## src/design/bfs_pkg.sv

```systemverilog
// Shared types and constants for the breadth-first search block.
package bfs_pkg;

  localparam int VERTEX_W   = 5;
  localparam int COUNT_W    = 6;
  localparam int CFG_IDX_W  = 2;
  localparam int CFG_DATA_W = 6;

  localparam logic KIND_EDGE  = 1'b0;
  localparam logic KIND_START = 1'b1;

  localparam logic [CFG_IDX_W-1:0] REG_VERTEX_COUNT = 2'd0;
  localparam logic [CFG_IDX_W-1:0] REG_UNDIRECTED   = 2'd1;

  localparam logic [COUNT_W-1:0] VERTEX_COUNT_RST = 6'd32;

  typedef enum logic [2:0] {
    ST_IDLE,
    ST_EDGE,
    ST_EDGE_REV,
    ST_START,
    ST_FETCH,
    ST_ROW,
    ST_SCAN,
    ST_EMIT
  } bfs_state_e;

  typedef struct packed {
    logic capture;
    logic wr_fwd;
    logic wr_rev;
    logic start;
    logic fetch;
    logic row_rd;
    logic enq;
    logic emit;
  } bfs_cmd_t;

  typedef struct packed {
    logic edge_ok;
    logic undirected;
    logic src_ok;
    logic cand_any;
    logic queue_empty;
    logic out_free;
  } bfs_status_t;

endpackage

```

## src/design/bfs_ctrl.sv

```systemverilog
// Sequencer for edge loads and the search loop.
module bfs_ctrl
  import bfs_pkg::*;
(
  input  logic        clk_i,
  input  logic        rst_ni,
  input  logic        in_valid_i,
  input  logic        kind_i,
  input  bfs_status_t status_i,
  output logic        in_ready_o,
  output bfs_cmd_t    cmd_o
);

  bfs_state_e state_q, state_d;

  always_ff @(posedge clk_i or negedge rst_ni) begin
    if (!rst_ni) begin
      state_q <= ST_IDLE;
    end else begin
      state_q <= state_d;
    end
  end

  always_comb begin
    state_d = state_q;
    unique case (state_q)
      ST_IDLE: begin
        if (in_valid_i) begin
          state_d = (kind_i == KIND_START) ? ST_START : ST_EDGE;
        end
      end
      ST_EDGE: begin
        state_d = (status_i.edge_ok && status_i.undirected) ? ST_EDGE_REV : ST_IDLE;
      end
      ST_EDGE_REV: state_d = ST_IDLE;
      ST_START: begin
        state_d = status_i.src_ok ? ST_FETCH : ST_IDLE;
      end
      ST_FETCH: state_d = ST_ROW;
      ST_ROW:   state_d = ST_SCAN;
      ST_SCAN: begin
        if (!status_i.cand_any) begin
          state_d = ST_EMIT;
        end
      end
      ST_EMIT: begin
        if (status_i.out_free) begin
          state_d = status_i.queue_empty ? ST_IDLE : ST_FETCH;
        end
      end
      default: state_d = ST_IDLE;
    endcase
  end

  always_comb begin
    cmd_o      = '0;
    in_ready_o = 1'b0;
    unique case (state_q)
      ST_IDLE: begin
        in_ready_o    = 1'b1;
        cmd_o.capture = in_valid_i;
      end
      ST_EDGE:     cmd_o.wr_fwd = status_i.edge_ok;
      ST_EDGE_REV: cmd_o.wr_rev = 1'b1;
      ST_START:    cmd_o.start  = 1'b1;
      ST_FETCH:    cmd_o.fetch  = 1'b1;
      ST_ROW:      cmd_o.row_rd = 1'b1;
      ST_SCAN:     cmd_o.enq    = status_i.cand_any;
      ST_EMIT:     cmd_o.emit   = status_i.out_free;
      default: begin
        cmd_o      = '0;
        in_ready_o = 1'b0;
      end
    endcase
  end

endmodule

```

## src/design/bfs_dp.sv

```systemverilog
// Datapath: adjacency memory, vertex queue, visited mask, config and result registers.
module bfs_dp
  import bfs_pkg::*;
#(
  parameter int MAX_VERTICES = 32
) (
  input  logic                  clk_i,
  input  logic                  rst_ni,
  input  bfs_cmd_t              cmd_i,
  output bfs_status_t           status_o,
  input  logic [VERTEX_W-1:0]   from_vertex_i,
  input  logic [VERTEX_W-1:0]   to_vertex_i,
  input  logic                  cfg_valid_i,
  input  logic [CFG_IDX_W-1:0]  cfg_index_i,
  input  logic [CFG_DATA_W-1:0] cfg_data_i,
  output logic                  out_valid_o,
  input  logic                  out_ready_i,
  output logic [VERTEX_W-1:0]   vertex_o,
  output logic                  last_o
);

  localparam int VN = (MAX_VERTICES > 32) ? 32 : MAX_VERTICES;
  localparam int IW = $clog2(VN);
  localparam int CW = $clog2(VN + 1);

  logic [COUNT_W-1:0]  vc_q;
  logic                und_q;
  logic [COUNT_W-1:0]  n_eff;
  logic [VN-1:0]       act_mask;

  logic [VERTEX_W-1:0] from_q, to_q;
  logic [IW-1:0]       from_idx, to_idx;

  logic [VN-1:0]       adj_mem [VN];
  logic [VN-1:0]       row_vld_q;
  logic [VN-1:0]       row_q;
  logic                adj_we;
  logic [IW-1:0]       wr_addr, wr_bit;

  logic [IW-1:0]       fifo_mem [VN];
  logic [IW-1:0]       cur_q;
  logic [CW-1:0]       head_q, tail_q;
  logic [VN-1:0]       visited_q;
  logic [VN-1:0]       cand;
  logic [IW-1:0]       enq_idx;

  logic                out_vld_q;
  logic [VERTEX_W-1:0] vertex_q;
  logic                last_q;
  logic                out_free;

  // configuration
  always_ff @(posedge clk_i or negedge rst_ni) begin
    if (!rst_ni) begin
      vc_q  <= VERTEX_COUNT_RST;
      und_q <= 1'b0;
    end else if (cfg_valid_i) begin
      unique case (cfg_index_i)
        REG_VERTEX_COUNT: vc_q  <= cfg_data_i[COUNT_W-1:0];
        REG_UNDIRECTED:   und_q <= cfg_data_i[0];
        default: ;
      endcase
    end
  end

  assign n_eff = (vc_q > COUNT_W'(VN)) ? COUNT_W'(VN) : vc_q;

  always_comb begin
    for (int w = 0; w < VN; w++) begin
      act_mask[w] = (COUNT_W'(w) < n_eff);
    end
  end

  // request capture
  always_ff @(posedge clk_i) begin
    if (cmd_i.capture) begin
      from_q <= from_vertex_i;
      to_q   <= to_vertex_i;
    end
  end

  assign from_idx = IW'(from_q);
  assign to_idx   = IW'(to_q);

  // adjacency memory, one row write per cycle
  assign adj_we  = cmd_i.wr_fwd || cmd_i.wr_rev;
  assign wr_addr = cmd_i.wr_rev ? to_idx : from_idx;
  assign wr_bit  = cmd_i.wr_rev ? from_idx : to_idx;

  always_ff @(posedge clk_i) begin
    if (adj_we) begin
      if (row_vld_q[wr_addr]) begin
        adj_mem[wr_addr][wr_bit] <= 1'b1;
      end else begin
        adj_mem[wr_addr] <= {{(VN-1){1'b0}}, 1'b1} << wr_bit;
      end
    end
    if (cmd_i.row_rd) begin
      row_q <= row_vld_q[cur_q] ? adj_mem[cur_q] : '0;
    end
  end

  always_ff @(posedge clk_i or negedge rst_ni) begin
    if (!rst_ni) begin
      row_vld_q <= '0;
    end else if (adj_we) begin
      row_vld_q[wr_addr] <= 1'b1;
    end
  end

  // neighbor selection, lowest index first
  assign cand = row_q & ~visited_q & act_mask;

  always_comb begin
    enq_idx = '0;
    for (int w = VN - 1; w >= 0; w--) begin
      if (cand[w]) begin
        enq_idx = IW'(w);
      end
    end
  end

  // vertex queue
  always_ff @(posedge clk_i) begin
    if (cmd_i.start) begin
      fifo_mem[0] <= from_idx;
    end else if (cmd_i.enq) begin
      fifo_mem[tail_q[IW-1:0]] <= enq_idx;
    end
    if (cmd_i.fetch) begin
      cur_q <= fifo_mem[head_q[IW-1:0]];
    end
  end

  always_ff @(posedge clk_i or negedge rst_ni) begin
    if (!rst_ni) begin
      head_q    <= '0;
      tail_q    <= '0;
      visited_q <= '0;
    end else if (cmd_i.start) begin
      head_q <= '0;
      if (status_o.src_ok) begin
        tail_q    <= CW'(1);
        visited_q <= {{(VN-1){1'b0}}, 1'b1} << from_idx;
      end else begin
        tail_q    <= '0;
        visited_q <= '0;
      end
    end else begin
      if (cmd_i.fetch) begin
        head_q <= head_q + CW'(1);
      end
      if (cmd_i.enq) begin
        tail_q             <= tail_q + CW'(1);
        visited_q[enq_idx] <= 1'b1;
      end
    end
  end

  // result register
  assign out_free = !out_vld_q || out_ready_i;

  always_ff @(posedge clk_i or negedge rst_ni) begin
    if (!rst_ni) begin
      out_vld_q <= 1'b0;
    end else if (cmd_i.emit) begin
      out_vld_q <= 1'b1;
    end else if (out_ready_i) begin
      out_vld_q <= 1'b0;
    end
  end

  always_ff @(posedge clk_i) begin
    if (cmd_i.emit) begin
      vertex_q <= VERTEX_W'(cur_q);
      last_q   <= (head_q == tail_q);
    end
  end

  assign out_valid_o = out_vld_q;
  assign vertex_o    = vertex_q;
  assign last_o      = last_q;

  assign status_o.edge_ok     = (COUNT_W'(from_q) < n_eff) && (COUNT_W'(to_q) < n_eff);
  assign status_o.undirected  = und_q;
  assign status_o.src_ok      = (COUNT_W'(from_q) < n_eff);
  assign status_o.cand_any    = |cand;
  assign status_o.queue_empty = (head_q == tail_q);
  assign status_o.out_free    = out_free;

  a_visited_matches_tail: assert property (
    @(posedge clk_i) disable iff (!rst_ni) $countones(visited_q) == int'(tail_q)
  ) else $error("visited mask and queue tail disagree");

  a_head_not_past_tail: assert property (
    @(posedge clk_i) disable iff (!rst_ni) head_q <= tail_q
  ) else $error("queue head passed tail");

  a_tail_in_capacity: assert property (
    @(posedge clk_i) disable iff (!rst_ni) int'(tail_q) <= VN
  ) else $error("queue tail beyond capacity");

  a_emit_needs_slot: assert property (
    @(posedge clk_i) disable iff (!rst_ni) cmd_i.emit |=> out_vld_q
  ) else $error("emitted result not held in output register");

endmodule

```

## src/design/bfs_adjacency_matrix.sv

```systemverilog
// Top level of the breadth-first search over an adjacency bit matrix.
// An edge request writes the forward edge in one state and, when undirected mode is on,
// the reverse edge in a second state, since the adjacency memory takes one row write per
// cycle. A search request first seeds the queue with the source vertex, then for each
// vertex reached does one queue read, one registered adjacency row read, one queue write
// per new neighbor through the single queue write port, and one hand-off of the vertex to
// the output register (which waits while the output is stalled). The matrix is empty after
// reset and needs no clearing pass; configuration writes are taken at any time.
module bfs_adjacency_matrix
  import bfs_pkg::*;
#(
  parameter int MAX_VERTICES = 32
) (
  input  logic                  clk_i,
  input  logic                  rst_ni,
  input  logic                  in_valid_i,
  output logic                  in_ready_o,
  input  logic                  kind_i,
  input  logic [VERTEX_W-1:0]   from_vertex_i,
  input  logic [VERTEX_W-1:0]   to_vertex_i,
  output logic                  out_valid_o,
  input  logic                  out_ready_i,
  output logic [VERTEX_W-1:0]   vertex_o,
  output logic                  last_o,
  input  logic                  cfg_valid_i,
  output logic                  cfg_ready_o,
  input  logic [CFG_IDX_W-1:0]  cfg_index_i,
  input  logic [CFG_DATA_W-1:0] cfg_data_i
);

  bfs_cmd_t    cmd;
  bfs_status_t status;

  assign cfg_ready_o = 1'b1;

  bfs_ctrl u_ctrl (
    .clk_i      (clk_i),
    .rst_ni     (rst_ni),
    .in_valid_i (in_valid_i),
    .kind_i     (kind_i),
    .status_i   (status),
    .in_ready_o (in_ready_o),
    .cmd_o      (cmd)
  );

  bfs_dp #(
    .MAX_VERTICES (MAX_VERTICES)
  ) u_dp (
    .clk_i         (clk_i),
    .rst_ni        (rst_ni),
    .cmd_i         (cmd),
    .status_o      (status),
    .from_vertex_i (from_vertex_i),
    .to_vertex_i   (to_vertex_i),
    .cfg_valid_i   (cfg_valid_i),
    .cfg_index_i   (cfg_index_i),
    .cfg_data_i    (cfg_data_i),
    .out_valid_o   (out_valid_o),
    .out_ready_i   (out_ready_i),
    .vertex_o      (vertex_o),
    .last_o        (last_o)
  );

endmodule
```

## config.mk

```make
export PLATFORM = sky130hd
export DESIGN_NAME = bfs_adjacency_matrix
export DESIGN_NICKNAME = d
export VERILOG_FILES = /design/src/design/bfs_pkg.sv /design/src/design/bfs_ctrl.sv /design/src/design/bfs_dp.sv /design/src/design/bfs_adjacency_matrix.sv
export SDC_FILE = /design/constraint.sdc
export NUM_CORES = 2
export LEC_CHECK = 0
export BUFFER_PORTS_ARGS = -buffer_cell sky130_fd_sc_hd__buf_2
export CAP_MARGIN = 20
export CELL_PAD_IN_SITES_DETAIL_PLACEMENT = 1
export CELL_PAD_IN_SITES_GLOBAL_PLACEMENT = 1
export CORE_UTILIZATION = 59
export CTS_BUF_LIST = sky130_fd_sc_hd__clkbuf_4 sky130_fd_sc_hd__clkbuf_8 sky130_fd_sc_hd__clkbuf_16
export CTS_CLUSTER_DIAMETER = 50
export DETAILED_ROUTE_END_ITERATION = 6
export PLACE_DENSITY_LB_ADDON = 0.1
export SYNTH_ARGS = -nofsm -noshare
export SYNTH_HDL_FRONTEND = slang
export SYNTH_SLANG_ARGS = --single-unit
```

## constraint.sdc

```tcl
create_clock -name clk_i -period 11.65 [get_ports clk_i]
set_input_delay 0.5825 -clock clk_i [delete_from_list [all_inputs] [get_ports clk_i]]
set_output_delay 0.5825 -clock clk_i [all_outputs]
set_load 0.05 [all_outputs]
```

# After elaboration in Yosys (flattened, before gate mapping)
# Memory sizes are Yosys's and may differ from the RTL's. A register that Yosys moved wholly into a read port is not among the register bits.
# Cells that the tools add are included.
[word_totals]
reg_bits = 103
ram_bits = 1184
in_bits = 24
out_inout_bits = 9
elab_cells = 246
mem_count = 2
[mem_list]
columns = ["name", "depth", "width", "read_ports", "rd_clocked_by_memory_dff", "write_ports", "line", "source"]
rows = [
  ["u_dp.adj_mem", 32, 32, 1, 1, 1, "bfs_dp.sv:34", "logic [VN-1:0] adj_mem [VN];"],
  ["u_dp.fifo_mem", 32, 5, 1, 1, 1, "bfs_dp.sv:40", "logic [IW-1:0] fifo_mem [VN];"],
]
[classes]
n_addsub = 2
magnitude_cmp = 42
n_eq_ne = 12
shifts = 2
n_mux = 118
bitwise = 37
n_reduce_logical = 19
[ops]
columns = ["cell", "count"]
rows = [
  ["two-way mux 5 bit", 36],
  ["two-way mux 32 bit", 4],
  ["< comparator 5 x 6 -> 1 bit (first input constant)", 16],
  ["bitwise AND 32 bit", 2],
  ["bitwise OR 32 bit", 2],
  ["left shift 1 x 5 -> 32 bit (first input constant)", 2],
  ["two-way mux 1 bit", 60],
  ["< comparator 4 x 6 -> 1 bit (first input constant)", 8],
  ["inverter 32 bit", 1],
  ["bitwise OR 1 bit", 32],
  ["OR reduction 32 bit", 1],
  ["two-way mux 6 bit", 5],
  ["< comparator 3 x 6 -> 1 bit (first input constant)", 4],
  ["< comparator 5 x 6 -> 1 bit (second input constant)", 4],
  ["case mux 3 bit (8 select lines)", 1],
  ["demux 1 bit (select 5 bit)", 3],
  [">= comparator 5 x 1 -> 1 bit (second input constant)", 3],
  ["two-way mux 3 bit", 5],
  ["adder 6 x 1 -> 6 bit (second input constant)", 2],
  ["equality test 3 bit (second input constant)", 4],
  ["< comparator 1 x 6 -> 1 bit (first input constant)", 2],
  ["< comparator 2 x 6 -> 1 bit (first input constant)", 2],
  ["< comparator 5 x 6 -> 1 bit", 2],
  ["binary-select mux 1 bit (select 5 bit)", 2],
  ["17 further kinds", 29],
]

# Depth between registers and ports, before layout
[logic_depth]
depth_word = 43
ltp_mapped = 14
depth_no_buf = 11

# By module
# Synthesis repeated with hierarchy kept, for this count alone.
[unflattened]
hier_cells = 3841
hier_area_um2 = 58129.5
[by_module_without_submodules]
columns = ["module", "instances", "cells_per_inst", "area_per_inst_um2", "seq_area_each_um2"]
rows = [
  ["bfs_dp", 1, 3808, 57863.0, 39248.9],
  ["bfs_ctrl", 1, 31, 255.2, 75.1],
  ["bfs_adjacency_matrix", 1, 2, 11.3, 0.0],
]

# Worst setup path after synthesis
# No wires, ideal clock.
[synth_path]
path_kind = "register -> register"
start = "register u_ctrl.state_q[2]"
end = "memory u_dp.adj_mem[0][22] (netlist name), data pin"
setup_time_ns = 0.454
t_arrival_ns = 3.503
t_required_ns = 11.196
path_slack_ns = 7.693
path_stages_with_launch = 9
period_less_slack_ns = 3.957
path_cell_list = "dfrtp_1 > buf_2 > nor3b_4 > clkbuf_1 > clkbuf_1 > nand3_1 > o21ai_1 > nand2_1 > o21ai_0"
[synth_between]
elab_chain_len = 9
word_cells_on_any_way = 14
cone_classes = "2 x eq/ne; 1 x shift; 10 x mux; 1 x reduce/logical"
[synth_lines]
columns = ["element", "line", "source"]
rows = [
  ["start: declaration", "bfs_ctrl.sv:14", "bfs_state_e state_q, state_d;"],
  ["start signal: assignment", "bfs_ctrl.sv:20", "state_q <= state_d;"],
  ["equality test 3 x 2 -> 1 bit", "bfs_ctrl.sv:58", "unique case (state_q)"],
  ["two-way mux 1 bit", "bfs_ctrl.sv:58", ""],
  ["two-way mux 5 bit", "bfs_dp.sv:87", "assign wr_addr = cmd_i.wr_rev ? to_idx : from_idx;"],
  ["binary-select mux 1 bit (select 5 bit)", "bfs_dp.sv:92", "if (row_vld_q[wr_addr]) begin"],
  ["two-way mux 1 bit (not written as such)", "bfs_dp.sv:92", ""],
  ["two-way mux 1 bit", "bfs_dp.sv:92", ""],
  ["two-way mux 1 bit", "bfs_dp.sv:91", "if (adj_we) begin"],
  ["two-way mux 1 bit (not written as such)", "bfs_dp.sv:95", "adj_mem[wr_addr] <= {{(VN-1){1'b0}}, 1'b1} << wr_bit;"],
  ["two-way mux 1 bit (no source line) (*)", "--", ""],
  ["end: declaration", "bfs_dp.sv:34", ""],
]
# Mark *: on every way between the ends. The rest lies on a longest branch, timed or not. The select of a mux whose other input is x is not followed.

# Worst setup path after layout
[layout_path]
start = "register u_dp.vc_q[5]"
end = "memory u_dp.adj_mem[29][10] (netlist name) (enable)"
[layout_between]
elab_chain_len = 9
word_cells_on_any_way = 12
cone_classes = "3 x order compare; 6 x mux; 1 x bitwise; 2 x reduce/logical"
[layout_lines]
columns = ["element", "line", "source"]
rows = [
  ["start: declaration", "bfs_dp.sv:26", "logic [COUNT_W-1:0] vc_q;"],
  ["start signal: assignment", "bfs_dp.sv:59", "REG_VERTEX_COUNT: vc_q <= cfg_data_i[COUNT_W-1:0];"],
  ["greater-than comparator 6 bit", "bfs_dp.sv:66", "assign n_eff = (vc_q > COUNT_W'(VN)) ? COUNT_W'(VN) : vc_q;"],
  ["two-way mux 6 bit (*)", "bfs_dp.sv:66", ""],
  ["< comparator 5 x 6 -> 1 bit", "bfs_dp.sv:184", "assign status_o.edge_ok = (COUNT_W'(from_q) < n_eff) && (COUNT_W'(to_q) < n_eff);"],
  ["logical AND 1 bit (*)", "bfs_dp.sv:184", ""],
  ["two-way mux 1 bit (*)", "bfs_ctrl.sv:58", ""],
  ["logical OR 1 bit (*)", "bfs_dp.sv:86", "assign adj_we = cmd_i.wr_fwd || cmd_i.wr_rev;"],
  ["two-way mux 1 bit", "bfs_dp.sv:91", ""],
  ["two-way mux 32 bit (not written as such) / two-way mux 1 bit (equally long branches)", "bfs_dp.sv:93, bfs_dp.sv:95", ""],
  ["bitwise OR 1 bit (no source line) (*)", "--", ""],
]
# Mark *: on every way between the ends. The rest lies on a longest branch, timed or not.

==> metrics <==
Post-Synth Simple-Gate Area=10.4%; critical path type=register to register; Worst IR Drop VDD=203 uV; Core Rows=about 120; width of the die=around 320 microns; register bit total from synthesis=1324; cells after synthesis=3902; vias per inst=between 6 and 7; FF-to-FF Start=u_dp.vc_q[5]$_DFFE_PN1P_; largest driver fanout on the critical path=33; crit-path leading delay family=simple AND/OR/NAND/NOR gates; hold depth=1; vias=36000; GR Overflow Total=0; Layout fillers=~8600; R2R cell count=11; element type at the critical path start=register; yosys warns=0; CTS Sinks=1324; port bufs=31; Root Buffer=clkbuf_16; first-pass GRT wire length=257000 microns; GRT Overall Usage=a little over a third; cells along the critical path=nand2b_1 > ha_1 > a21o_1 > a2111oi_0 > o311a_1 > o21ai_0 > a21oi_4 > buf_4 > nand3_2 > buf_4 > nor2_1; post-DP HPWL=104000 microns; # Max-Cap Violations=0; Tot Pwr=~16 mW; crit share post-route=~45%; most used routing layer=met2; Post-DRT Antenna Nets=0; Post-synth EDFFs=~1200; Max-slew headroom=25.5%; P_leak=22.4 nW; FMAX=roughly 190 MHz; M1 GR Usage=47.1%; Max clock buf depth=3; Syn Area/Cell=15.0 sq um; post-synthesis compound-gate area fraction=3.63%; CP bufs+invs=2; Critical Path AT=approximately 5.7 ns; die extent in y=317 microns; Slew @ Worst Pin=1.11 ns; async set-reset flop share out of synthesis=between 6 and 7%; Initial Util=around three fifths; Critical Path Max Stage Delay=0.93 ns; most common cell in the netlist=edfxtp_1; CP Data Required Time=12.10 ns; clk slew on worst S/H paths=0.06 ns; M2 GR Usage=58.8%; final WL=177000 microns; Fin. Hold Viols=0; Total Nets Final=3907; crit-path most repeated cell=buf_4; # DRC=0; I/O pin count=33; design area=65400 sq um; Hold EP=u_dp.to_idx[0]$_DFFE_PP_; Critical Path End Type=register; mux cell area share after synthesis=15.9%; commonest cells in the netlist=edfxtp_1 (1237), nor2_1 (1131), mux4_2 (380), clkbuf_1 (175), buf_2 (127); count of final setup violators=0; Final GP Congestion=about 0.9; number of global-route vias before repair=around 38000; Hold Startpoint=to_vertex_i[0]; setup TNS=0 ns; adder-cell area share of the yosys netlist=0.213%; Slowest-stage cell, CP=nand3_2; Cell Area, Placed=~60000 sq um; drt pass-1 iters=5; largest family of logic cells by synthesized area=multiplexers; Hold Crit Class=input port to register; met3 Use GR=6.88%; Initial DRC Count=4539; top cell type by total area after synthesis=edfxtp_1; CTS tree=done; RR Endpoint=u_dp.adj_mem[29][10]$_DFFE_PP_; clk_lat worst skew=between 0.7 and 0.8 ns; post-synth top area share=63.3%; Die Area=101000 sq um; ys flop type=edfxtp_1; RSZ-0062 raised after global routing=no; minimum clock period=approximately 5.2 ns; power per cell area=239 nW/um^2; largest net degree at the start of global routing=147; post-synthesis to final-layout area growth=11.5%; FF/Latch Area=39300 sq um; Synth Cell Area=58700 sq um; status=finished clean; core area=between 90000 and 100000 sq um; CTS H-tree depth=4; # diodes=0; final setup skew=0.0247 ns; fin. max-slew vios=0; syn_nets=3936; r2r setup slk=around 6.4 ns; area occupied by multi-input gates=18100 sq um; initial antenna violation count=2; WL per Instance=33.5 microns; share of post-route cells with drive strength above 1=23.0%; CTS buffer count=146; Seq/Total Area, Yosys=67.0%; largest cells by area after synthesis=edfxtp_1 (63%), mux4_2 (15%), nor2_1 (7.2%), dfrtp_1 (3.7%), clkbuf_1 (1.1%); post-synthesis xor/xnor area fraction=0.164%; synth unique cells=94
==> cell usage in the layout (no fill, tap or decap), types with 23 or more instances in the layout <==
master     count
a21oi_1       57
buf_2         30
buf_4        106
clkbuf_16    153
clkbuf_4      31
dfrtp_1       85
edfxtp_1    1237
inv_1         23
mux2i_1       50
mux4_2       380
nand2_1       49
nand2b_1      65
nor2_1      1131
o21ai_0       32
o21ai_1       34
==> through the flow <==
step,utilization (%),std cells,setup WS [ns],hold WS [ns]
floorplan,-,3902,7.69,0.287
global placement,61.1,4981,6.64,0.426
detailed placement,61.3,4992,6.49,0.430
CTS,66.3,5257,6.47,0.0118
global route,66.5,5270,6.21,0.0301
finish,66.5,5270,6.43,0.0537
==> report_power, final <==
part	total, mW	switching (mW)	internal (mW)
registers	5.90	0.224	5.68
clock network	4.63	1.89	2.74
logic	5.14	3.19	1.95
total	15.7	5.31	10.4
==> cell families after synthesis <==
| group | after synthesis |
|---|---|
| AO/OA/AOI/OAI | 303 |
| flip-flops | 1324 |
| multiplexers | 452 |
| adder cells (fa/ha/maj) | 10 |
| buffers and inverters | 371 |
| XOR/XNOR | 11 |
| AND/OR/NAND/NOR | 1430 |
| other | 1 |
==> registers in the layout, summed over array words and instances (netlist names), 5 cells and up <==
register / flops
u_dp.fifo_mem: 160
u_dp.from_idx: 5
u_dp.tail_q: 6
u_dp.adj_mem: 1024
u_dp.to_idx: 5
u_dp.cur_q: 5
u_dp.vertex_o: 5
u_dp.visited_q: 32
u_dp.row_vld_q: 32
u_dp.vc_q: 6
u_dp.row_q: 32
u_dp.head_q: 6
==> layout make-up <==
cell class                 instances  area share, %
tap                             1287           2.46
sequential                      1324           60.1
timing repair buffer             170           2.35
multi-input combinational       2207           27.6
inverter                          24          0.138
clock inverter                    71           1.03
clock buffer                     187           6.27
==> layer usage <==
metal	routed length [microns]	share of wire, %	vias to the layer above
met2	88400	50	1966
met4	8020	4.5	2
li1	-	-	14600
met1	64800	37	19000
met5	12	0.0068	-
met3	15400	8.7	418
==> worst max-delay path by stage <==
stage                                             start                              to  slack (ns)  cells after the start
after floorplan           u_ctrl.state_q[2]$_DFFE_PN0P_   u_dp.adj_mem[0][22]$_DFFE_PP_        7.69                      8
after global placement         u_dp.vc_q[5]$_DFFE_PN1P_  u_dp.adj_mem[15][10]$_DFFE_PP_        6.64                     10
after detailed placement       u_dp.vc_q[5]$_DFFE_PN1P_   u_dp.adj_mem[29][4]$_DFFE_PP_        6.49                     11
after CTS                      u_dp.vc_q[5]$_DFFE_PN1P_  u_dp.adj_mem[29][10]$_DFFE_PP_        6.47                     11
after global routing           u_dp.vc_q[5]$_DFFE_PN1P_  u_dp.adj_mem[29][10]$_DFFE_PP_        6.21                     11
final                          u_dp.vc_q[5]$_DFFE_PN1P_  u_dp.adj_mem[29][10]$_DFFE_PP_        6.43                     11
==> repair_timing <==
action / 4_1_cts / 5_1_grt
setup buffers: 0 / 0
endpoints found under the hold margin: 17 / 0
gates resized for setup: 0 / 0
hold buffers: 7 / 0
Note: power is estimated with default switching activity, not from simulation.
